[src/sv/lasu_pkg.sv]
// ----------------------------------------------------------------------------
// lasu_pkg: shared types and constants of the local alignment scorer
// Sizes, field widths, register and function codes, and the link record
// that passes from one cell of the scoring chain to the next.
// ----------------------------------------------------------------------------
`default_nettype none

package lasu_pkg;

  // sizes
  localparam int MAX_REF_LEN   = 1024;
  localparam int MAX_QUERY_LEN = 65536;
  localparam int IDX_W   = $clog2(MAX_REF_LEN);
  localparam int LEN_W   = $clog2(MAX_REF_LEN + 1);
  localparam int INFL_W  = $clog2(MAX_REF_LEN + 2);

  // field widths
  localparam int SYM_W   = 8;
  localparam int SCORE_W = 14;
  localparam int ROW_W   = 17;
  localparam int COL_W   = 11;
  localparam int CFG_W   = 4;
  localparam int CFG_IDX_W = 2;
  localparam int WIDE_W  = SCORE_W + 2;

  localparam logic [SCORE_W-1:0] SCORE_MAX = {SCORE_W{1'b1}};
  localparam logic [ROW_W-1:0]   QUERY_LIMIT = ROW_W'(MAX_QUERY_LEN);
  localparam logic [LEN_W-1:0]   REF_LIMIT = LEN_W'(MAX_REF_LEN);

  // register indexes
  localparam logic [CFG_IDX_W-1:0] REG_MATCH    = 2'd0;
  localparam logic [CFG_IDX_W-1:0] REG_MISMATCH = 2'd1;
  localparam logic [CFG_IDX_W-1:0] REG_GAP      = 2'd2;

  // register reset values
  localparam logic [CFG_W-1:0] MATCH_RST    = 4'd3;
  localparam logic [CFG_W-1:0] MISMATCH_RST = 4'd3;
  localparam logic [CFG_W-1:0] GAP_RST      = 4'd2;

  // item kinds
  localparam logic FUNC_REF   = 1'b0;
  localparam logic FUNC_QUERY = 1'b1;

  // scoring weights seen by every cell
  typedef struct packed {
    logic [CFG_W-1:0] match_bonus;
    logic [CFG_W-1:0] mismatch_penalty;
    logic [CFG_W-1:0] gap_penalty;
  } weights_t;

  // one query row travelling down the chain
  typedef struct packed {
    logic             valid;
    logic             skip;
    logic             last;
    logic             ovf;
    logic [SYM_W-1:0] sym;
  } token_t;

  // what one cell hands its right neighbor
  typedef struct packed {
    token_t             tok;
    logic [SCORE_W-1:0] s;
    logic [SCORE_W-1:0] d;
    logic [SCORE_W-1:0] best;
    logic [COL_W-1:0]   col;
  } link_t;

endpackage

`default_nettype wire

[src/sv/lasu_out_if.sv]
// ----------------------------------------------------------------------------
// lasu_out_if: result channel of the local alignment scorer
// Valid/ready channel carrying one alignment result per query.
// ----------------------------------------------------------------------------
`default_nettype none

interface lasu_out_if;
  logic        valid;
  logic        ready;
  logic [13:0] best_score;
  logic [16:0] end_row;
  logic [10:0] end_col;
  logic        overflow;

  modport source (output valid, best_score, end_row, end_col, overflow, input ready);
  modport sink   (input valid, best_score, end_row, end_col, overflow, output ready);
endinterface

`default_nettype wire

[src/sv/lasu_tail.sv]
// ----------------------------------------------------------------------------
// lasu_tail: best tracking and result register
// Counts rows leaving the chain, keeps the first best cell in row-major
// order and loads the result register on the last row of a query.
// ----------------------------------------------------------------------------
`default_nettype none

module lasu_tail (
  input  wire logic            clk,
  input  wire logic            rst_n,
  input  wire logic            clr,
  input  wire lasu_pkg::link_t link_in,
  output      logic            adv,
  lasu_out_if.source           out_ch
);
  import lasu_pkg::*;

  logic [ROW_W-1:0]   row_r, row_nxt;
  logic [SCORE_W-1:0] best_r, best_nxt;
  logic [ROW_W-1:0]   brow_r, brow_nxt;
  logic [COL_W-1:0]   bcol_r, bcol_nxt;
  logic               ov_r, ov_nxt;
  logic               load;
  logic [SCORE_W-1:0] res_best_r;
  logic [ROW_W-1:0]   res_row_r;
  logic [COL_W-1:0]   res_col_r;
  logic               res_ovf_r;

  // chain moves unless a result waits and is not taken
  assign adv  = !(ov_r && !out_ch.ready);
  assign load = adv && link_in.tok.valid && link_in.tok.last;

  // running best over finished rows
  always_comb begin
    row_nxt  = row_r;
    best_nxt = best_r;
    brow_nxt = brow_r;
    bcol_nxt = bcol_r;
    if (link_in.tok.valid && !link_in.tok.skip) begin
      row_nxt = row_r + 1'b1;
      if (link_in.best > best_r) begin
        best_nxt = link_in.best;
        brow_nxt = row_nxt;
        bcol_nxt = link_in.col;
      end
    end
  end

  // result valid
  always_comb begin
    ov_nxt = ov_r && !out_ch.ready;
    if (load) ov_nxt = 1'b1;
  end

  always_ff @(posedge clk) begin
    if (!rst_n) begin
      row_r  <= '0;
      best_r <= '0;
      brow_r <= '0;
      bcol_r <= '0;
      ov_r   <= 1'b0;
    end else begin
      ov_r <= ov_nxt;
      if (clr || load) begin
        row_r  <= '0;
        best_r <= '0;
        brow_r <= '0;
        bcol_r <= '0;
      end else if (adv) begin
        row_r  <= row_nxt;
        best_r <= best_nxt;
        brow_r <= brow_nxt;
        bcol_r <= bcol_nxt;
      end
    end
  end

  // result payload
  always_ff @(posedge clk) begin
    if (load) begin
      res_best_r <= best_nxt;
      res_row_r  <= brow_nxt;
      res_col_r  <= bcol_nxt;
      res_ovf_r  <= link_in.tok.ovf;
    end
  end

  assign out_ch.valid      = ov_r;
  assign out_ch.best_score = res_best_r;
  assign out_ch.end_row    = res_row_r;
  assign out_ch.end_col    = res_col_r;
  assign out_ch.overflow   = res_ovf_r;

endmodule

`default_nettype wire

[src/flat_wrapper.sv]
// flat-port wrapper written by rule: the top's interface ports become plain ports
module lasu_tail_flat import lasu_pkg::*;
  (clk, rst_n, clr, link_in, adv, out_ch_valid, out_ch_best_score, out_ch_end_row, out_ch_end_col, out_ch_overflow, out_ch_ready);
  lasu_out_if out_ch_i ();
  input  wire logic clk;
  input  wire logic rst_n;
  input  wire logic clr;
  input  wire lasu_pkg::link_t link_in;
  output      logic adv;
  output wire logic [$bits(out_ch_i.valid)-1:0] out_ch_valid;
  output wire logic [$bits(out_ch_i.best_score)-1:0] out_ch_best_score;
  output wire logic [$bits(out_ch_i.end_row)-1:0] out_ch_end_row;
  output wire logic [$bits(out_ch_i.end_col)-1:0] out_ch_end_col;
  output wire logic [$bits(out_ch_i.overflow)-1:0] out_ch_overflow;
  input wire logic [$bits(out_ch_i.ready)-1:0] out_ch_ready;
  assign out_ch_valid = out_ch_i.valid;
  assign out_ch_best_score = out_ch_i.best_score;
  assign out_ch_end_row = out_ch_i.end_row;
  assign out_ch_end_col = out_ch_i.end_col;
  assign out_ch_overflow = out_ch_i.overflow;
  assign out_ch_i.ready = out_ch_ready;
  lasu_tail u_core (.clk(clk), .rst_n(rst_n), .clr(clr), .link_in(link_in), .adv(adv), .out_ch(out_ch_i));
endmodule
[config.mk]
export PLATFORM = sky130hd
export DESIGN_NAME = lasu_tail_flat
export DESIGN_NICKNAME = d
export VERILOG_FILES = /design/src/sv/lasu_pkg.sv /design/src/sv/lasu_out_if.sv /design/src/sv/lasu_tail.sv /design/src/flat_wrapper.sv
export SDC_FILE = /design/constraint.sdc
export NUM_CORES = 1
export LEC_CHECK = 0
export BUFFER_PORTS_ARGS = -buffer_cell sky130_fd_sc_hd__buf_2
export CAP_MARGIN = 0
export CORE_UTILIZATION = 45
export DETAILED_ROUTE_END_ITERATION = 12
export PLACE_DENSITY = 0.68
export SYNTH_ARGS = -nofsm -noshare
export SYNTH_HDL_FRONTEND = slang
export SYNTH_SLANG_ARGS = --single-unit
export TNS_END_PERCENT = 30
[constraint.sdc]
create_clock -name clk -period 3.05 [get_ports clk]
set_input_delay 0.1525 -clock clk [delete_from_list [all_inputs] [get_ports clk]]
set_output_delay 0.1525 -clock clk [all_outputs]
set_load 0.01 [all_outputs]
After elaboration in Yosys (flattened, before gate mapping)

Cells that the tools add are included.

Add/subtract/negate cells: 1
Order comparisons: 1
Muxes and demuxes: 7
Bitwise operators: 2
Reduce and logical (&&, ||, !) cells: 10

Operator list:

| kind                                                             | count |
|---|---|
| 17-bit two-way mux                                               | 2 |
| 14-bit two-way mux                                               | 2 |
| 11-bit two-way mux                                               | 2 |
| 17-bit by 1-bit adder with 17-bit output (second input constant) | 1 |
| 14-bit greater-than comparator                                   | 1 |
| 1-bit logical AND                                                | 4 |
| 1-bit zero test                                                  | 3 |
| 1-bit NOT                                                        | 2 |
| 2-bit AND reduction                                              | 1 |
| 2-bit OR reduction                                               | 1 |
| 1-bit logical OR                                                 | 1 |
| 1-bit two-way mux                                                | 1 |

Flip-flop bits (word level): 103
Bits of input ports: 69
Output and inout bits: 45
Logic and storage cells: 30

Logic depth before layout (Yosys ltp)

Word-level depth: 7
Gate-level depth with buffers: 9
Depth with buffers taken out: 7

Worst setup path after synthesis

Ideal clock, no wire load.

Path kind: flip-flop to flip-flop
Start point: register u_core.ov_r (netlist: u_core.out_ch.valid)
End point: register u_core.brow_r[12]
Library setup time: 122 ps
Arrival time: 3152 ps
Required time: 2928 ps
Path slack: -224 ps
Stages on the path, launching flop included: 8
Buffers on the path: 2
Period minus slack after synthesis: 3274 ps
Cell sequence: dfxtp_1 -> nor2b_1 -> nor2_1 -> nor2b_1 -> clkbuf_1 -> clkbuf_1 -> nand2_1 -> mux2i_1

Longest elaborated chain between the ends: 6

RTL lines:

| element                         | RTL line        | source |
|---|---|---|
| start: declaration              | lasu_tail.sv:22 | `logic ov_r, ov_nxt;` |
| start signal: assignment        | lasu_tail.sv:63 | `ov_r <= ov_nxt;` |
| 1-bit logical AND               | lasu_tail.sv:30 | `assign adv = !(ov_r && !out_ch.ready);` |
| 1-bit zero test                 | lasu_tail.sv:30 |  |
| 1-bit logical AND (2 in series) | lasu_tail.sv:31 | `assign load = adv && link_in.tok.valid && link_in.tok.last;` |
| named net u_core.load           | lasu_tail.sv:23 | `logic load;` |
| 1-bit logical OR                | lasu_tail.sv:64 | `if (clr \|\| load) begin` |
| 2-bit OR reduction (no line)    | n/a             |  |
| end signal: assignment          | lasu_tail.sv:72 | `brow_r <= brow_nxt;` |
| end: declaration                | lasu_tail.sv:20 | `logic [ROW_W-1:0] brow_r, brow_nxt;` |

The timed path passes the listed nets, and every way through them passes these cells.
A chain may end at the register's enable or synchronous reset.

Worst setup path in the final report

Start point: register u_core.best_r[5]
End point: register u_core.res_col_r[2] (netlist: u_core.out_ch.end_col[2]) (data pin)

Longest elaborated chain between the ends: 3

RTL lines:

| element                        | RTL line        | source |
|---|---|---|
| start: declaration             | lasu_tail.sv:19 | `logic [SCORE_W-1:0] best_r, best_nxt;` |
| start signal: assignment       | lasu_tail.sv:71 | `best_r <= best_nxt;` |
| 14-bit greater-than comparator | lasu_tail.sv:41 | `if (link_in.best > best_r) begin` |
| 11-bit two-way mux             | lasu_tail.sv:41 |  |
| 11-bit two-way mux             | lasu_tail.sv:39 | `if (link_in.tok.valid && !link_in.tok.skip) begin` |
| named net u_core.bcol_nxt[2]   | lasu_tail.sv:21 | `logic [COL_W-1:0] bcol_r, bcol_nxt;` |
| end signal: assignment         | lasu_tail.sv:83 | `res_col_r <= bcol_nxt;` |
| end: declaration               | lasu_tail.sv:26 | `logic [COL_W-1:0] res_col_r;` |

The timed path passes the listed nets, and every way through them passes these cells.

==> reports/metrics.yaml <==
run_status:
  outcome: "finished, final reports clean"
placement:
  gp_congestion: 0.753
  post-dp-hpwl_um: 6460
  placedCellCount: 659
  port_buffers: 77
global_route:
  antenna_found_initial: 0
  grt_pass1_vias: 3411
  grt_pass1_wl_um: 15900
  grt_max_degree: 44
  overflow: 0
  grt.total_usage: 0.179
drt:
  routed_wl_um: 9710
  met1Wirelength_um: 4390
  wl_met2_um: 4770
  firstDrtPassIters: 4
  drt_iter0_markers: 103
  wl_per_cell_um: 14.4
  remaining_drc_errors: 0
  avgViaCountPerCell: 5.14
  highest_layer: "met4"
  postRouteAntennaNets: 0
  via_count: 3476
  dr_wl_met3_um: 437
synthesis:
  yosysSeqAreaShare: 0.507
  yosys-top-cells-area: "edfxtp_1 (26%), dfxtp_1 (24%), mux2i_1 (8.8%), mux2_2 (7.8%), nand2_1 (7.0%)"
  synth_fp_nets: 547
  synthArstFlopShare: 0
  synthCells: 463
  synth.distinct_cells: 45
  synth_top_cell_by_area: "edfxtp_1"
  synthTopCellsByCount: "nand2_1 (92), dfxtp_1 (60), edfxtp_1 (43), mux2i_1 (43), mux2_2 (34)"
  yosysMostFrequentCell: "nand2_1"
  ys.flop_type: "dfxtp_1"
  synth_edf_count: 43
  syn_area_um2: 4910
  syn_avg_cell_area_um2: 10.6
  synth-seq-cells: 103
  synth_top_area_share: 0.263
  yosysWarnings: 0
power:
  power_density_nw_per_um2: 449
  switching_share: 0.241
  combinationalPowerShare: 0.097
  p_switching_mw: 0.611
  power_frac_seq: 0.584
  clockPowerShare: 0.319
  power.leakage_nw: 2.32
  p_int_mw: 1.92
  ir_drop_v: 0.000282
final_layout:
  fin_cells: 676
  antenna_cells: 0
  finalNetCount: 619
  fillers: 952
  syn_to_final_growth_pct: 14.8
  final_util: 0.539
  drive_gt1_frac: 0.269
timing:
  post-route-period-util: 0.862
  hold_violations: 0
  finalSetupTns_ns: 0
  finalSetupViolCount: 0
  tightest_slew_ns: 0.648
  relSlewSlack: 0.564
  rsz0062_at_grt: "no"
  fin_skew_ns: 0.0163
  fin_crit_ns: 2.63
  drv_slew: 0
  max_freq_mhz: 381
clocking:
  clk_latency_ns: 0.37
  cts_htree_levels: 3
  cts_tree: "yes"
  numCtsBuffers: 9
  cts-resized-gates: 0
  path_clk_slew_ns: 0.10
  cts.sinks: 103
  cts_root_buffer: "clkbuf_8"
  cts_buffer_depth: 2
  post_cts_buffers: 0
worst_setup_path:
  endpoint_kind: "flop"
  worst-setup-path-type: "flop to flop"
  required_ns: 3.17
  ff2ff_path_depth: 8
  critical_path.top_delay_family: "compound AO/OA/AOI/OAI gates"
  ff2ff_setup_slack_ns: 0.42
  timing.critical_path.buf_inv: 2
  cp.depth: 8
  worstPathCellList: "inv_1, ha_1, nand4_1, o21bai_1, a311o_1, a21oi_4, buf_4, mux2_2"
  cp.arrival_ns: 2.75
  slowest_stage: "buf_4"
  cp-start-kind: "flop"
  slowest_delay_ns: 0.40
  path_max_fanout: 30
floorplanning:
  die_h_um: 106
  die_w_um: 106
  fp.coreArea_um2: 10500
  rows: 37
  die_area_um2: 11300
  io_pins: 114
  start_util: 0.470
hold_path:
  holdPathStages: 3
  hold_path_class: "input pin to flop"
job:
  drv_cap: 0
==> cell type report <==
class | count | area, um^2 | area share
clock buffer | 13 | 160 | 0.0284
multi-input combinational | 313 | 2240 | 0.397
timing repair buffer | 88 | 483 | 0.0856
sequential | 103 | 2490 | 0.442
clock inverter | 3 | 18.8 | 0.00333
tap | 136 | 170 | 0.0302
inverter | 20 | 75.1 | 0.0133
==> flip-flops by register name, summed over array words and instances, names as in the netlist <==
name                      flops
u_core.best_r                14
u_core.out_ch.overflow        1
u_core.row_r                 17
u_core.brow_r                17
u_core.out_ch.end_col        11
u_core.out_ch.end_row        17
u_core.bcol_r                11
u_core.out_ch.best_score     14
u_core.out_ch.valid           1
==> per-stage QoR <==
step | hold slack [ns] | power (mW) | setup slack, ns | cell area, um^2
2_1_floorplan | 0.251 | 1.66 | 0.518 | 4920
3_3_place_gp | 0.331 | 1.75 | 0.488 | 5450
3_5_place_dp | 0.334 | 1.76 | 0.451 | 5450
4_1_cts | 0.0181 | 2.54 | 0.427 | 5640
5_1_grt | 0.0243 | 2.62 | 0.285 | 5640
6_report | 0.0289 | 2.53 | 0.422 | 5640
==> cells in the final DEF (no fill, tap or decap), drive strengths merged, types with 6 or more instances in the layout <==
master / instances
a21oi: 9
buf: 87
clkbuf: 13
dfxtp: 60
edfxtp: 43
ha: 15
inv: 21
mux2: 38
mux2i: 43
nand2: 92
nand4: 9
nor2: 19
nor3: 6
nor4: 8
o21ai: 9
xnor2: 21
==> path summary, 6_finish.rpt <==
path | from | endpoint
worst max-delay path | u_core.best_r[5]$_SDFFE_PP0N_ | u_core.out_ch.end_col[2]$_DFFE_PP_
worst min-delay path | link_in[6] | u_core.bcol_r[6]$_SDFFE_PP0N_
worst max register to register | u_core.best_r[5]$_SDFFE_PP0N_ | u_core.out_ch.end_col[2]$_DFFE_PP_
worst min register to register | u_core.brow_r[2]$_SDFFE_PP0N_ | u_core.brow_r[2]$_SDFFE_PP0N_
==> kinds of logic (layout without fill, tap and decap cells) <==
| logic type | Yosys count | count (layout) | synth area share |
|---|---|---|---|
| and+or+nand+nor | 157 | 157 | 0.144 |
| xor gates and xnor gates | 25 | 25 | 0.0446 |
| adders and majority gates | 15 | 15 | 0.0382 |
| muxes | 81 | 81 | 0.175 |
| buffers and inverters | 47 | 124 | 0.0413 |
| AOI/OAI and AO/OA | 35 | 35 | 0.0504 |
| DFF | 103 | 103 | 0.507 |
==> metal layers <==
layer / global-route usage / up-vias
met1: 0.222 / 1650
li1: - / 1748
met4: 0.0558 / 0
met5: 0 / -
met3: 0.0423 / 9
met2: 0.306 / 69
==> power by group through the flow <==
| stage | Sequential, mW | Clock, mW | Combinational (mW) |
|---|---|---|---|
| after CTS | 1.48 | 0.818 | 0.247 |
| after floorplan | 1.53 | 0 | 0.137 |
| after global placement | 1.51 | 0 | 0.240 |
| final | 1.48 | 0.808 | 0.245 |
| after detailed placement | 1.51 | 0 | 0.245 |
| after global routing | 1.48 | 0.873 | 0.267 |
==> repair_timing <==
action	4_1_cts	5_1_grt
hold endpoints to repair	1	0
hold buffers	1	0
endpoints found under the setup margin	0	0
==> worst register-to-register path: cells and delay by family, from the launching register on <==
| kind | cells | cell delay [ns] |
|---|---|---|
| buf+inv | 2 | 0.46 |
| compound gates | 3 | 0.72 |
| fa+ha+maj | 1 | 0.30 |
| simple gates | 1 | 0.14 |
| mux | 1 | 0.40 |
| flops | 1 | 0.36 |
Power figures use the tool's default switching activity.
