<file path="src/sv/lasu_pkg.sv">
// ----------------------------------------------------------------------------
// lasu_pkg: shared types and constants of the local alignment scorer
// Sizes, field widths, register and function codes, and the link record
// that passes from one cell of the scoring chain to the next.
// ----------------------------------------------------------------------------
`default_nettype none

package lasu_pkg;

  // sizes
  localparam int MAX_REF_LEN   = 1024;
  localparam int MAX_QUERY_LEN = 65536;
  localparam int IDX_W   = $clog2(MAX_REF_LEN);
  localparam int LEN_W   = $clog2(MAX_REF_LEN + 1);
  localparam int INFL_W  = $clog2(MAX_REF_LEN + 2);

  // field widths
  localparam int SYM_W   = 8;
  localparam int SCORE_W = 14;
  localparam int ROW_W   = 17;
  localparam int COL_W   = 11;
  localparam int CFG_W   = 4;
  localparam int CFG_IDX_W = 2;
  localparam int WIDE_W  = SCORE_W + 2;

  localparam logic [SCORE_W-1:0] SCORE_MAX = {SCORE_W{1'b1}};
  localparam logic [ROW_W-1:0]   QUERY_LIMIT = ROW_W'(MAX_QUERY_LEN);
  localparam logic [LEN_W-1:0]   REF_LIMIT = LEN_W'(MAX_REF_LEN);

  // register indexes
  localparam logic [CFG_IDX_W-1:0] REG_MATCH    = 2'd0;
  localparam logic [CFG_IDX_W-1:0] REG_MISMATCH = 2'd1;
  localparam logic [CFG_IDX_W-1:0] REG_GAP      = 2'd2;

  // register reset values
  localparam logic [CFG_W-1:0] MATCH_RST    = 4'd3;
  localparam logic [CFG_W-1:0] MISMATCH_RST = 4'd3;
  localparam logic [CFG_W-1:0] GAP_RST      = 4'd2;

  // item kinds
  localparam logic FUNC_REF   = 1'b0;
  localparam logic FUNC_QUERY = 1'b1;

  // scoring weights seen by every cell
  typedef struct packed {
    logic [CFG_W-1:0] match_bonus;
    logic [CFG_W-1:0] mismatch_penalty;
    logic [CFG_W-1:0] gap_penalty;
  } weights_t;

  // one query row travelling down the chain
  typedef struct packed {
    logic             valid;
    logic             skip;
    logic             last;
    logic             ovf;
    logic [SYM_W-1:0] sym;
  } token_t;

  // what one cell hands its right neighbor
  typedef struct packed {
    token_t             tok;
    logic [SCORE_W-1:0] s;
    logic [SCORE_W-1:0] d;
    logic [SCORE_W-1:0] best;
    logic [COL_W-1:0]   col;
  } link_t;

endpackage

`default_nettype wire

</file>
<file path="src/sv/lasu_cell.sv">
// ----------------------------------------------------------------------------
// lasu_cell: one column of the scoring chain
// Holds one reference byte and its column score, scores each passing query
// row and hands score, diagonal and running row best to the next cell.
// ----------------------------------------------------------------------------
`default_nettype none

module lasu_cell (
  input  wire logic                       clk,
  input  wire logic                       rst_n,
  input  wire logic                       adv,
  input  wire logic                       clr,
  input  wire logic                       wr,
  input  wire logic [lasu_pkg::SYM_W-1:0] wr_sym,
  input  wire logic [lasu_pkg::COL_W-1:0] col,
  input  wire lasu_pkg::weights_t         wts,
  input  wire lasu_pkg::link_t            link_in,
  output      lasu_pkg::link_t            link_out
);
  import lasu_pkg::*;

  logic [SYM_W-1:0]   ref_r;
  logic               act_r, act_nxt;
  logic [SCORE_W-1:0] score_r, score_nxt;
  link_t              link_r, link_nxt;

  logic signed [WIDE_W-1:0] diag_w, up_w, left_w, best_w;
  logic [SCORE_W-1:0]       s_w;
  logic                     work;

  // cell score: max of diagonal, up, left and zero, saturated
  always_comb begin
    diag_w = signed'({2'b00, link_in.d});
    if (ref_r == link_in.tok.sym) begin
      diag_w = diag_w + signed'(WIDE_W'(wts.match_bonus));
    end else begin
      diag_w = diag_w - signed'(WIDE_W'(wts.mismatch_penalty));
    end
    up_w   = signed'({2'b00, score_r}) - signed'(WIDE_W'(wts.gap_penalty));
    left_w = signed'({2'b00, link_in.s}) - signed'(WIDE_W'(wts.gap_penalty));
    best_w = diag_w;
    if (up_w > best_w) best_w = up_w;
    if (left_w > best_w) best_w = left_w;
    if (best_w < 0) begin
      s_w = '0;
    end else if (best_w > signed'({2'b00, SCORE_MAX})) begin
      s_w = SCORE_MAX;
    end else begin
      s_w = best_w[SCORE_W-1:0];
    end
  end

  // next state of the column and of the outgoing link
  always_comb begin
    work      = link_in.tok.valid && !link_in.tok.skip && act_r;
    link_nxt  = link_in;
    score_nxt = score_r;
    act_nxt   = act_r;
    if (work) begin
      link_nxt.s = s_w;
      link_nxt.d = score_r;
      if (s_w > link_in.best) begin
        link_nxt.best = s_w;
        link_nxt.col  = col;
      end
      score_nxt = s_w;
    end
    if (link_in.tok.valid && link_in.tok.last) score_nxt = '0;
    if (clr) begin
      act_nxt   = 1'b0;
      score_nxt = '0;
    end
    if (wr) act_nxt = 1'b1;
  end

  // column state and outgoing link
  always_ff @(posedge clk) begin
    if (!rst_n) begin
      act_r   <= 1'b0;
      score_r <= '0;
      link_r  <= '0;
    end else if (adv) begin
      act_r   <= act_nxt;
      score_r <= score_nxt;
      link_r  <= link_nxt;
    end
  end

  // reference byte
  always_ff @(posedge clk) begin
    if (adv && wr) ref_r <= wr_sym;
  end

  assign link_out = link_r;

endmodule

`default_nettype wire

</file>
<file path="config.mk">
export PLATFORM = sky130hd
export DESIGN_NAME = lasu_cell
export DESIGN_NICKNAME = d
export VERILOG_FILES = /design/src/sv/lasu_pkg.sv /design/src/sv/lasu_cell.sv
export SDC_FILE = /design/constraint.sdc
export NUM_CORES = 1
export LEC_CHECK = 0
export BUFFER_PORTS_ARGS = -buffer_cell sky130_fd_sc_hd__buf_4
export CAP_MARGIN = 10
export CORE_ASPECT_RATIO = 1.4
export CORE_MARGIN = 1.5
export CORE_UTILIZATION = 58
export DETAILED_ROUTE_END_ITERATION = 8
export GPL_TIMING_DRIVEN = 0
export PLACE_DENSITY_LB_ADDON = 0.05
export SLEW_MARGIN = 20
export SYNTH_ARGS = -nofsm -noshare
export SYNTH_HDL_FRONTEND = slang
export SYNTH_SLANG_ARGS = --single-unit
</file>
<file path="constraint.sdc">
create_clock -name clk -period 14.51 [get_ports clk]
set_clock_uncertainty 0.15 [all_clocks]
set_input_delay 2.1765 -clock clk [delete_from_list [all_inputs] [get_ports clk]]
set_output_delay 2.1765 -clock clk [all_outputs]
set_load 0.05 [all_outputs]
</file>
-- Word level (Yosys, flattened, before mapping)
Index checks and enable logic that the tools add are counted.
- add/sub/neg operators: 4
- $lt $le $gt $ge: 5
- equal/unequal tests: 1
- mux-type cells: 12
- reduce and logical (&&, ||, !) cells: 9
- operator list (cell ; count):
    $mux W14 ; 5
    $mux W53 ; 1
    $mux W16 ; 3
    $sub A14 B4 Y15 ; 3
    $gt A15 B16 Y1 ; 2
    $mux W25 ; 1
    $gt A16 B15 Y1 const B ; 1
    $lt A16 B1 Y1 const B ; 1
    $add A14 B4 Y15 ; 1
    $gt A14 B14 Y1 ; 1
    $eq A8 B8 Y1 ; 1
    $logic_and A1 B1 Y1 ; 4
    $reduce_and A2 Y1 ; 2
    $reduce_bool A3 Y1 ; 1
    $mux W1 ; 2
    $reduce_bool A2 Y1 ; 1
    $logic_not A1 Y1 ; 1
- flip-flop bits (word level): 88
- input bits: 101
- output and inout bits: 65
- word-level logic and storage cells: 43

-- Logic depth before layout (Yosys ltp)
Gate-level depths: netlist of the first run.
- depth in word-level cells: 12
- gate-level depth with buffers: 43
- gate-level depth less buffers: 37

-- Worst setup path after synthesis of the first run
Ideal clock, no wire load.
- kind: input to register
- start: input wts[5] in the netlist's numbering
- end: register link_r (netlist bit link_out[13])
- setup time: 0.132 ns
- arrival: 9.755 ns
- required time: 14.228 ns
- path slack: 4.473 ns
- stages: 40
- path buffers: 6
- path through: inv_1 -> ha_1 -> nor2b_1 -> o31a_1 -> a2111oi_0 -> a31oi_1 -> a211oi_1 -> xnor2_1 -> ha_1 -> nand4_1 -> nor3_1 -> o31ai_1 -> a31o_2 -> inv_1 -> nand3_4 -> buf_8 -> buf_2 -> o21ai_0 -> [... 4 more ...] -> a31oi_1 -> or2_2 -> buf_2 -> dlymetal6s2s_1 -> a41oi_2 -> and2_1 -> ha_1 -> a21o_1 -> a21o_1 -> a21o_1 -> a2111oi_0 -> o21ai_0 -> nand2_1 -> buf_2 -> inv_1 -> clkbuf_1 -> a31oi_1 -> a21oi_1
- word-level cells in the longest chain between the ends: 12
- elaborated cells on any way between the ends: 13
- those cells by class: add/sub (1); order compare (5); mux (7)
- ends and longest elaborated chain (what ; line ; text):
    start, declared ; lasu_cell.sv:16 ; input wire lasu_pkg::weights_t wts,
    $sub A14 B4 Y15 (*) ; lasu_cell.sv:37 ; diag_w = diag_w - signed'(WIDE_W'(wts.mismatch_penalty));
    $mux W16 (*) ; lasu_cell.sv:34 ; if (ref_r == link_in.tok.sym) begin
    $gt A15 B16 Y1 ; lasu_cell.sv:42 ; if (up_w > best_w) best_w = up_w;
    $mux W16 (*) ; lasu_cell.sv:42 ;
    $gt A15 B16 Y1 ; lasu_cell.sv:43 ; if (left_w > best_w) best_w = left_w;
    $mux W16 (*) ; lasu_cell.sv:43 ;
    $gt A16 B15 Y1 ; lasu_cell.sv:46 ; end else if (best_w > signed'({2'b00, SCORE_MAX})) begin
    $mux W14 ; lasu_cell.sv:46 ;
    $mux W14 (*) ; lasu_cell.sv:44 ; if (best_w < 0) begin
    $gt A14 B14 Y1 ; lasu_cell.sv:62 ; if (s_w > link_in.best) begin
    $mux W25 (*) ; lasu_cell.sv:62 ;
    $mux W53 (*) ; lasu_cell.sv:59 ; if (work) begin
    end signal, assigned ; lasu_cell.sv:85 ; link_r <= link_nxt;
    end, declared ; lasu_cell.sv:25 ; link_t link_r, link_nxt;
Every way passes the cells marked *; elsewhere a longest branch is shown, timed or not.
A chain may end at the register's enable or synchronous reset.

-- Worst setup path after layout of the first run
- start: input link_in[55] in the netlist's numbering
- end: register link_r (netlist bit link_out[17])
- word-level cells in the longest chain between the ends: 12
- elaborated cells on any way between the ends: 13
- those cells by class: order compare (5); eq/ne (1); mux (7)
- ends and longest elaborated chain (what ; line ; text):
    start, declared ; lasu_cell.sv:17 ; input wire lasu_pkg::link_t link_in,
    $eq A8 B8 Y1 (*) ; lasu_cell.sv:34 ;
    $mux W16 (*) ; lasu_cell.sv:34 ;
    $gt A15 B16 Y1 ; lasu_cell.sv:42 ;
    $mux W16 (*) ; lasu_cell.sv:42 ;
    $gt A15 B16 Y1 ; lasu_cell.sv:43 ;
    $mux W16 (*) ; lasu_cell.sv:43 ;
    $gt A16 B15 Y1 ; lasu_cell.sv:46 ;
    $mux W14 ; lasu_cell.sv:46 ;
    $mux W14 (*) ; lasu_cell.sv:44 ;
    $gt A14 B14 Y1 ; lasu_cell.sv:62 ;
    $mux W25 (*) ; lasu_cell.sv:62 ;
    $mux W53 (*) ; lasu_cell.sv:59 ;
Marks and branches as above.

==> results of run 1 <==
==> where the power goes <==
part	switching [mW]	internal (mW)
sequential	0.00834	0.260
clock	0.100	0.116
combinational	0.236	0.144
==> cells by family (layout without fill, tap and decap cells) <==
group                    after synthesis  in the layout
adder cells (fa/ha/maj)               65             65
multiplexers                          28             28
flip-flops                            88             88
AND/OR/NAND/NOR                      274            274
AO/OA/AOI/OAI                        235            235
XOR/XNOR                              39             39
buffers and inverters                 97            276
==> cell usage in the layout, fill, tap and decap left out, types with 6 or more instances in the layout <==
master     count
mux2i_1       27
nand4_1       19
nand3b_1       6
nand3_1       30
nor3_1        10
o21ai_0       42
clkbuf_1      26
nand2b_1       9
buf_4        165
xor2_1        12
a31oi_1       23
clkbuf_16      9
edfxtp_1       8
nor2b_1       21
o211ai_1       7
or3_1          8
nand2_1       79
nor2_1        32
a21o_1        18
buf_2          6
o31ai_1        8
ha_1          61
dfxtp_1       80
xnor2_1       27
and4_1         7
o211a_1       27
o21a_1         6
or2_2          6
inv_1         52
nor4_1         7
a21oi_1       38
a22o_1         7
and2_1         9
==> layout make-up <==
cell class	instances	area share, %
inverter	54	2.39
tap	147	2.12
timing repair buffer	163	14.1
multi-input combinational	641	54.2
buffer	43	2.85
clock inverter	7	0.548
sequential	88	21.2
clock buffer	9	2.59
==> sequential cells by signal, summed over array words and instances, names as in the netlist <==
signal,flops
act_r,1
link_out,65
ref_r,8
score_r,14
==> per-stage QoR <==
step	power, mW	hold WS [ns]
detailed placement	0.644	0.296
floorplan	0.524	0.275
finish	0.864	0.305
CTS	0.856	0.309
global placement	0.639	0.284
global route	0.906	0.347
==> worst max-delay path by stage <==
stage	to	startpoint	slack [ns]	cells past startpoint
after global routing	link_out[17]	link_in[60]	1.96	38
after floorplan	link_out[13]	wts[5]	4.47	40
after CTS	link_out[17]	link_in[60]	2.74	40
final	link_out[17]	link_in[55]	2.52	40
after detailed placement	link_out[17]	wts[5]	2.41	40
after global placement	link_out[17]	link_in[60]	2.47	40
==> routing by layer <==
metal  GRT usage, %  vias to the layer above  part of all wire (%)
met2           59.6                      337                    50
met4           19.3                        0                   5.1
met3           6.55                       72                   6.9
li1               -                     3400                     -
met1           42.6                     3296                    38
met5              0                        -                     0
==> worst max-delay path, delay by kind of cell <==
kind,cells,cell delay [ns]
compound gates,15,3.98
simple gates,10,2.31
xor+xnor,2,0.43
fa+ha+maj,3,0.94
buf+inv,10,2.16
==> summary.md, run 1 <==
| Metric | Value |
|---|---|
| Setup bufs post-CTS | `0` |
| Hold bufs inserted after CTS | `0` |
| Tot GR Track Use | `between 30% and 40%` |
| FF-to-FF path depth | `39` |
| DR vias/cell | `about 6.2` |
| PD cells | `between 90 and 100 nW/um^2` |
| Post-synth top area share | `22.9%` |
| Worst slew pin tran | `0.932 ns` |
| R2r startpoint | `ref_r[2]` |
| Sequential element share of the synthesized area | `26.3%` |
| Post-DP Area | `8410 um^2` |
| I/O Buffers | `163` |
| Synth Area in Compound Gates | `24.9%` |
| Final WS setup | `2.52 ns` |
| Die Y | `133 um` |
| Die X | `roughly 96 um` |
| Share of cells above drive strength 1 | `between 20% and 30%` |
| Multiplexer share of the synthesized area | `4.06%` |
| Clock Tree Buf Depth | `2` |
| ANT cells | `0` |
| CORE AREA | `11800 um^2` |
| H-tree levels | `3` |
| Setup WS pre-CTS | `2.41 ns` |
| Post-synth EDFFs | `8` |
| TritonCTS clock tree | `done` |
| Critical R2R Capture | `link_out[17]` |
| Placed insts | `~1100` |
| Post-synthesis xor/xnor area fraction | `a little under 5%` |
| Max Fclk | `around 0.083 GHz` |
| Final WL | `around 22000 um` |
| Max Cap Violations | `0` |
| Pre-antenna DRT Iters | `5` |
| Hold path start | `score_r[0]` |
| Max-slew headroom | `37.2%` |
| Critical Path Most Common Cell | `o21ai_0` |
| Nets@finish | `1166` |
| Mapped Cells | `826` |
| Dpl hpwl | `18000 um` |
| Non-Filler Cell Area, Final | `8680 um^2` |
| Register area | `approximately 1800 um^2` |
| Commonest cells post-synth | `dfxtp_1, nand2_1, ha_1, inv_1, o21ai_0` |
| Vias in the first global route | `6930` |
| Syn_area_per_cell | `8.47 um^2` |
| Drt wl/cell | `19.4 um` |
| Clock-pin transition on the worst setup and hold timing paths | `0.07 ns` |
| Crit. End Element | `register` |
| Hold crit path type | `reg2reg` |
| Crit path DAT | `12.06 ns` |
| Std-Cell Rows | `47` |
| Starting Density | `59.2%` |
| Final-report hold violation count | `0` |
| Drc violations | `0` |
| Worst-path fanout max | `10` |
| CTS sink cnt | `88` |
| Hold-critical path depth | `2` |
| Slowest CP cell | `o21ai_0` |
| Hold EP | `score_r[0]` |
| Clock Latency Late Sink | `0.35 ns` |
| Endpoints failing setup | `0` |
| First-pass GRT wire length | `34600 um` |
| Io pins | `166` |
| Clk root buf | `clkbuf_16` |
| Gr ovfl total | `0` |
| Yosys reg bits | `88` |
| Total CTS buffers | `9` |
| Post-Synth Simple-Gate Area | `between 20% and 30%` |
| RePlAce Congestion | `1.04` |
| Worst setup SP type | `primary input` |
| Routed via count | `7105` |
| Post-route ant nets | `0` |
| Initial antenna violation count | `0` |
| Die area | `between 10000 and 15000 um^2` |
| YS warnings | `0` |
| Worst Path Required | `14.58 ns` |
| WS Path Type | `in2reg` |
| Cell taking the most area after synthesis | `dfxtp_1` |
| Sum Neg Setup Slack | `0 ns` |
| Pin count of the biggest net entering global routing | `16` |
| Fin util | `73.5%` |
| Most common cell in the netlist | `dfxtp_1` |
| Mapped Area | `7000 um^2` |
| Slew Limit Fails | `0` |
| Final period util | `82.6%` |
| Area Growth Syn to Fin | `24.1%` |
| R2R setup slack | `4.08 ns` |
| Multi-input gate area | `approximately 4700 um^2` |
| Post-synthesis adder-cell area fraction | `12.1%` |
| Final Non-Filler Cells | `~1200` |
| Post-synthesis async set-or-reset flop share | `0%` |
| Combinational family with the most area after synthesis | `compound AO/OA/AOI/OAI gates` |
| DRT iter0 DRCs | `465` |
| Minimum clock period after layout | `11.99 ns` |
| CP max stage delay | `0.75 ns` |
| Post-synth top flop | `dfxtp_1` |
| RSZ-0062 raised after global routing | `no` |
| Net count after synthesis | `992` |
| # fillers | `1003` |
| Count of cell types in the netlist | `85` |
| LEAKAGE | `4.20 nW` |
| Resized cells post-CTS | `0` |
| VDD IR-drop max | `around 0.084 mV` |
| Ranking of synthesized cells by area | `dfxtp_1, ha_1, nand2_1, mux2i_1, o211a_1` |
| Outcome | `finished clean` |
Note: power is estimated with default switching activity, not from simulation.
==> run 2, diff against run 1 <==
--- a/config.mk
+++ b/config.mk
@@ -9,7 +9,7 @@
 export CAP_MARGIN = 10
 export CORE_ASPECT_RATIO = 1.4
 export CORE_MARGIN = 1.5
-export CORE_UTILIZATION = 58
+export CORE_UTILIZATION = 50
 export DETAILED_ROUTE_END_ITERATION = 8
 export GPL_TIMING_DRIVEN = 0
 export PLACE_DENSITY_LB_ADDON = 0.05
==> constraint.sdc (replaced) <==
create_clock -name clk -period 9.9 [get_ports clk]
set_clock_uncertainty 0.15 [all_clocks]
set_input_delay 1.485 -clock clk [delete_from_list [all_inputs] [get_ports clk]]
set_output_delay 1.485 -clock clk [all_outputs]
set_load 0.05 [all_outputs]
==> summary.md, run 2 (synthesis results as in run 1) <==
| Metric | Value |
|---|---|
| Final WL | `23700 um (+5.8%)` |
| Fin util | `67.6% (-5.9 points)` |
| Worst slew pin tran | `0.922 ns (-0.0104 ns)` |
| ANT cells | `0 (unchanged)` |
| Nets@finish | `1194 (+2.4%)` |
| DRT iter0 DRCs | `466 (+0.22%)` |
| TritonCTS clock tree | `done` |
| Max-slew headroom | `38.4% (+1.2 points)` |
| CTS sink cnt | `88 (unchanged)` |
| Post-route ant nets | `0 (unchanged)` |
| Clk root buf | `clkbuf_16` |
| FF-to-FF path depth | `41 (+5.1%)` |
| CORE AREA | `13800 um^2 (+17%)` |
| Dpl hpwl | `18900 um (+4.9%)` |
| Gr ovfl total | `0 (unchanged)` |
| Initial antenna violation count | `0 (unchanged)` |
| R2r startpoint | `score_r[0]` |
| Final Non-Filler Cells | `1218 (+5.7%)` |
| Placed insts | `1174 (+3.3%)` |
| Total CTS buffers | `9 (unchanged)` |
| Hold-critical path depth | `2 (unchanged)` |
| Routed via count | `7299 (+2.7%)` |
| Area Growth Syn to Fin | `33.1%` |
| Die Y | `143 um (+7.5%)` |
| First-pass GRT wire length | `34800 um (+0.48%)` |
| Final period util | `97.3%` |
| Post-DP Area | `8460 um^2 (+0.57%)` |
| Most frequent cells in the layout | `buf_4, dfxtp_1, nand2_1` |
| R2R setup slack | `1.19 ns (-2.89 ns)` |
| Critical R2R Capture | `link_out[17]` |
| Tot Pwr | `1.41 mW (+64%)` |
| Worst setup SP type | `primary input` |
| VDD IR-drop max | `0.144 mV (+71%)` |
| Endpoints failing setup | `0 (unchanged)` |
| Final-report hold violation count | `0 (unchanged)` |
| Tot GR Track Use | `31.2% (-4.6 points)` |
| Pin count of the biggest net entering global routing | `15 (-1)` |
| Pre-antenna DRT Iters | `6 (+1)` |
| PD cells | `152 nW/um^2 (+53%)` |
| DR vias/cell | `5.99 (-2.8%)` |
| Io pins | `166 (unchanged)` |
| I/O Buffers | `163 (unchanged)` |
| Share of cells above drive strength 1 | `30.3% (+6.2 points)` |
| CP max stage delay | `0.45 ns (-0.30 ns)` |
| Worst-path fanout max | `10 (unchanged)` |
| Std-Cell Rows | `51 (+8.5%)` |
| Hold crit path type | `reg2reg` |
| Drt wl/cell | `19.4 um (about the same)` |
| Non-Filler Cell Area, Final | `9310 um^2 (+7.3%)` |
| Hold EP | `score_r[0]` |
| Outcome | `finished clean` |
| Slowest CP cell | `or4_4` |
| Clock Latency Late Sink | `0.34 ns (about the same)` |
| Drc violations | `0 (unchanged)` |
| Slew Limit Fails | `0 (unchanged)` |
| Crit. End Element | `register` |
| Max Cap Violations | `0 (unchanged)` |
| Max Fclk | `0.104 GHz` |
| Minimum clock period after layout | `9.63 ns` |
| Die X | `103 um (+7.5%)` |
| Critical Path Most Common Cell | `ha_1` |
| # fillers | `1213 (+21%)` |
| Max reg flops | `65 (unchanged)` |
| Clock Tree Buf Depth | `2 (unchanged)` |
| Crit path DAT | `9.69 ns (-2.37 ns)` |
| Hold Slack | `0.307 ns (+0.00199 ns)` |
| Worst Path Required | `9.95 ns (-4.63 ns)` |
| Commonest non-fill, non-tap cell in the layout | `buf_4` |
| Hold path start | `score_r[0]` |
| Clock-pin transition on the worst setup and hold timing paths | `0.06 ns (about the same)` |
| Vias in the first global route | `6876 (-0.78%)` |
| Die area | `14700 um^2 (+16%)` |
| WS Path Type | `in2reg` |
| Starting Density | `50.8% (-8.4 points)` |
| H-tree levels | `3 (unchanged)` |
| RePlAce Congestion | `0.960 (-7.6%)` |
| LEAKAGE | `4.42 nW (+5.3%)` |
run 2: cell types whose count changed in the layout (fill, tap and decap cells not counted), moves of 4 or more:
| cell | previous run | this run |
|---|---|---|
| a31oi_4 | 0 | 6 |
| buf_4 | 165 | 194 |
| a31oi_1 | 23 | 14 |
| a41oi_1 | 5 | 1 |
run 2: metrics by stage:
stage / setup WS [ns] / setup TNS [ns]
6_report: 0.266 / 0
5_1_grt: -0.138 / -1.80
4_1_cts: 0.000697 / 0
3_5_place_dp: -1.38 / -27.36
3_3_place_gp: -1.34 / -25.91
2_1_floorplan: 0.554 / 0
run 2: worst max-delay path, delay by kind of cell:
kind	cells	cell delay (ns)
buffers and inverters	11	1.42
xor gates and xnor gates	1	0.23
AOI/OAI and AO/OA	16	3.38
and+or+nand+nor	10	1.98
adders and majority gates	4	1.17
run 2: final cells by class:
cell class	instances	area [um^2]	share of cell area, %
repair buffers	191	1430	15.4
clock inverters	6	108	1.16
plain buffers	43	270	2.90
inverters	54	208	2.23
well taps	185	231	2.49
multi-input cells	641	4990	53.6
clock buffers	10	229	2.46
flip-flops and latches	88	1840	19.8
run 2: per-layer routing:
| layer | global-route usage [%] | vias to the layer above | share of wire [%] |
|---|---|---|---|
| met4 | 14.5 | 0 | 4.5 |
| li1 | - | 3456 | - |
| met1 | 35.8 | 3482 | 38 |
| met3 | 4.41 | 76 | 6.2 |
| met2 | 55.9 | 285 | 52 |
| met5 | 0 | - | 0 |
run 2: timing repair:
item | in CTS | in global routing
hold buffers | 0 | 0
setup endpoints to repair | 25 | 25
resized for setup | 18 | 57
pin swaps | 3 | 21
buffers inserted | 4 | 24
run 2: report_power, final:
part	leakage (nW)	switching, mW	internal, mW
Sequential	0.736	0.0125	0.381
Combinational	3.52	0.382	0.254
Clock	0.164	0.138	0.246
Total	4.42	0.533	0.881
run 2: how the worst max path moves through the flow:
stage                startpoint      endpoint  cells after the start
global route             wts[5]  link_out[17]                     42
finish                   wts[5]  link_out[17]                     42
detailed placement       wts[5]  link_out[14]                     40
floorplan                wts[5]  link_out[13]                     40
CTS                 link_in[55]  link_out[14]                     38
global placement         wts[5]  link_out[14]                     40
==> run 3, diff against run 2 <==
--- a/config.mk
+++ b/config.mk
@@ -9,7 +9,7 @@
 export CAP_MARGIN = 10
 export CORE_ASPECT_RATIO = 1.4
 export CORE_MARGIN = 1.5
-export CORE_UTILIZATION = 50
+export CORE_UTILIZATION = 30
 export DETAILED_ROUTE_END_ITERATION = 8
 export GPL_TIMING_DRIVEN = 0
 export PLACE_DENSITY_LB_ADDON = 0.05
==> summary.md, run 3 (synthesis results as in run 1) <==
| Metric | Value |
|---|---|
| Outcome | `finished clean` |
| Gr ovfl total | `0 (unchanged)` |
| Max reg flops | `65 (unchanged)` |
| Switching power | `552 uW (+3.7%)` |
| Comb pwr share | `46.6% (+1.6 points)` |
| Most frequent cells in the layout | `buf_4, dfxtp_1, nand2_1` |
| Dpl hpwl | `22300 um (+18%)` |
| Clock Tree Buf Depth | `2 (unchanged)` |
| Die X | `132 um (+28%)` |
| Slew Limit Fails | `0 (unchanged)` |
| Crit. End Element | `register` |
| Worst setup SP type | `primary input` |
| Pin count of the biggest net entering global routing | `16 (+1)` |
| Nets@finish | `1190 (-0.34%)` |
| Die area | `24300 um^2 (+65%)` |
| Max-slew headroom | `48.4% (+10 points)` |
| Hold crit path type | `reg2reg` |
| First-pass GRT wire length | `41100 um (+18%)` |
| CTS sink cnt | `88 (unchanged)` |
| Vias in the first global route | `7192 (+4.6%)` |
| VDD IR-drop max | `0.0790 mV (-45%)` |
| DR vias/cell | `5.25 (-12%)` |
| I/O Buffers | `163 (unchanged)` |
| GRT busiest layer | `met2` |
| Std-Cell Rows | `65 (+27%)` |
| Starting Density | `30.8% (-20 points)` |
| Sum Neg Setup Slack | `0 ns (unchanged)` |
| Worst-path fanout max | `10 (unchanged)` |
| Routed via count | `6988 (-4.3%)` |
| Met3 global-route usage | `2.73% (-1.7 points)` |
| Worst slew pin tran | `0.765 ns (-0.157 ns)` |
| WS Path Type | `in2reg` |
| Critical Path Most Common Cell | `ha_1` |
| Pre-antenna DRT Iters | `6 (unchanged)` |
| Sequential power share | `28.4% (+0.6 points)` |
| Hold Slack | `0.307 ns (+0.000502 ns)` |
| CP Capture Point | `link_out[21]` |
| Internal Dissipation | `835 uW (-5.2%)` |
| Final-report hold violation count | `0 (unchanged)` |
| Met2 Usage GRT | `42.3% (-14 points)` |
| Critical R2R Capture | `link_out[21]` |
| CP max stage delay | `0.41 ns (-0.04 ns)` |
| Clock power frac | `25.1% (-2.1 points)` |
| Commonest non-fill, non-tap cell in the layout | `buf_4` |
| Non-Filler Cell Area, Final | `9370 um^2 (+0.63%)` |
| Critical Path Source | `link_in[25]` |
| H-tree levels | `3 (unchanged)` |
| FF-to-FF path depth | `42 (+2.4%)` |
| Met1 Usage GRT | `25.1% (-11 points)` |
| DRT iter0 DRCs | `338 (-27%)` |
| Tot GR Track Use | `22.2% (-9.0 points)` |
| Drt wl/cell | `20.3 um (+4.6%)` |
| Minimum clock period after layout | `9.43 ns (-0.201 ns)` |
| RSZ-0062 raised after global routing | `no` |
| Share of cells above drive strength 1 | `29.9% (-0.37 points)` |
| Switching Fraction | `39.8% (+2.1 points)` |
| Final WL | `27000 um (+14%)` |
| Initial antenna violation count | `0 (unchanged)` |
| Max Fclk | `0.106 GHz (+2.1%)` |
| Drc violations | `0 (unchanged)` |
| TritonCTS clock tree | `done` |
| RePlAce Congestion | `0.882 (-8.1%)` |
| Clock-pin transition on the worst setup and hold timing paths | `0.07 ns (about the same)` |
| Worst Path Required | `9.95 ns (about the same)` |
| Post-DP Area | `8610 um^2 (+1.8%)` |
| Final period util | `95.3% (-2.0 points)` |
| Crit path DAT | `9.49 ns (-0.20 ns)` |
| ANT cells | `0 (unchanged)` |
| Die Y | `184 um (+28%)` |
| LEAKAGE | `4.36 nW (-1.4%)` |
| Io pins | `166 (unchanged)` |
| Fin util | `41.3% (-26 points)` |
| R2r startpoint | `score_r[0]` |
| Endpoints failing setup | `0 (unchanged)` |
| Slowest CP cell | `fa_1` |
| Post-route ant nets | `0 (unchanged)` |
| Clk root buf | `clkbuf_16` |
| CORE AREA | `22700 um^2 (+65%)` |
| PD cells | `148 nW/um^2 (-2.5%)` |
| Clock Latency Late Sink | `0.34 ns (about the same)` |
| Hold bufs inserted after CTS | `0 (unchanged)` |
| Total CTS buffers | `9 (unchanged)` |
| R2R setup slack | `1.34 ns (+0.15 ns)` |
| Area Growth Syn to Fin | `34.0%` |
| Max Cap Violations | `0 (unchanged)` |
run 3: cell count changes in the layout (fill, tap and decap cells not counted), moves of 2 or more:
cell	before	now
inv_6	0	2
a31oi_4	6	4
clkinvlp_4	0	2
buf_4	194	188
bufinv_16	3	1
xnor2_1	24	27
xnor2_2	3	0
a31oi_2	3	5
o21ai_0	39	37
run 3: area by class of cell:
class / instances / area [um^2]
clock buffers: 10 / 229
inverters: 54 / 208
fillers: 2382 / 13300
flip-flops and latches: 88 / 1840
multi-input cells: 641 / 4960
repair buffers: 187 / 1410
plain buffers: 43 / 274
well taps: 301 / 377
clock inverters: 6 / 67.6
run 3: power groups by stage:
stage / sequential [mW] / clock, mW / combinational, mW
6_report: 0.394 / 0.348 / 0.646
5_1_grt: 0.396 / 0.370 / 0.698
4_1_cts: 0.394 / 0.355 / 0.603
3_5_place_dp: 0.402 / 0 / 0.564
3_3_place_gp: 0.401 / 0 / 0.564
2_1_floorplan: 0.462 / 0 / 0.306
run 3: metal layers:
layer / vias up / wire [um]
met5: - / 0
met4: 0 / 742
met3: 34 / 1090
met2: 196 / 14400
met1: 3306 / 10800
li1: 3452 / -
run 3: worst max-delay path, delay by kind of cell:
| kind | cells | cell delay (ns) |
|---|---|---|
| AO/OA/AOI/OAI | 17 | 3.19 |
| AND/OR/NAND/NOR | 10 | 1.77 |
| adder cells (fa/ha/maj) | 5 | 1.47 |
| buffers and inverters | 11 | 1.43 |
| XOR/XNOR | 1 | 0.12 |
run 3: worst min-delay path by stage:
stage,start,endpoint,slack (ns),cells past startpoint
5_1_grt,score_r[0],score_r[0],0.33,2
3_3_place_gp,score_r[0],score_r[0],0.28,2
3_5_place_dp,score_r[0],score_r[0],0.29,2
2_1_floorplan,score_r[0],score_r[0],0.28,2
4_1_cts,score_r[0],score_r[0],0.31,2
6_report,score_r[0],score_r[0],0.31,2
run 3: what timing repair did:
item,in CTS,in global routing
pin swaps,6,12
hold endpoints to repair,0,0
gates resized for setup,39,34
setup buffers,9,14
setup endpoints to repair,25,25
run 3: metrics by stage:
step                power, mW  std cells  setup slack [ns]
floorplan               0.768        826             0.554
global placement        0.966       1290             -1.71
detailed placement      0.966       1291             -1.65
CTS                      1.35       1316           0.00692
global route             1.46       1330            0.0100
finish                   1.39       1330             0.467
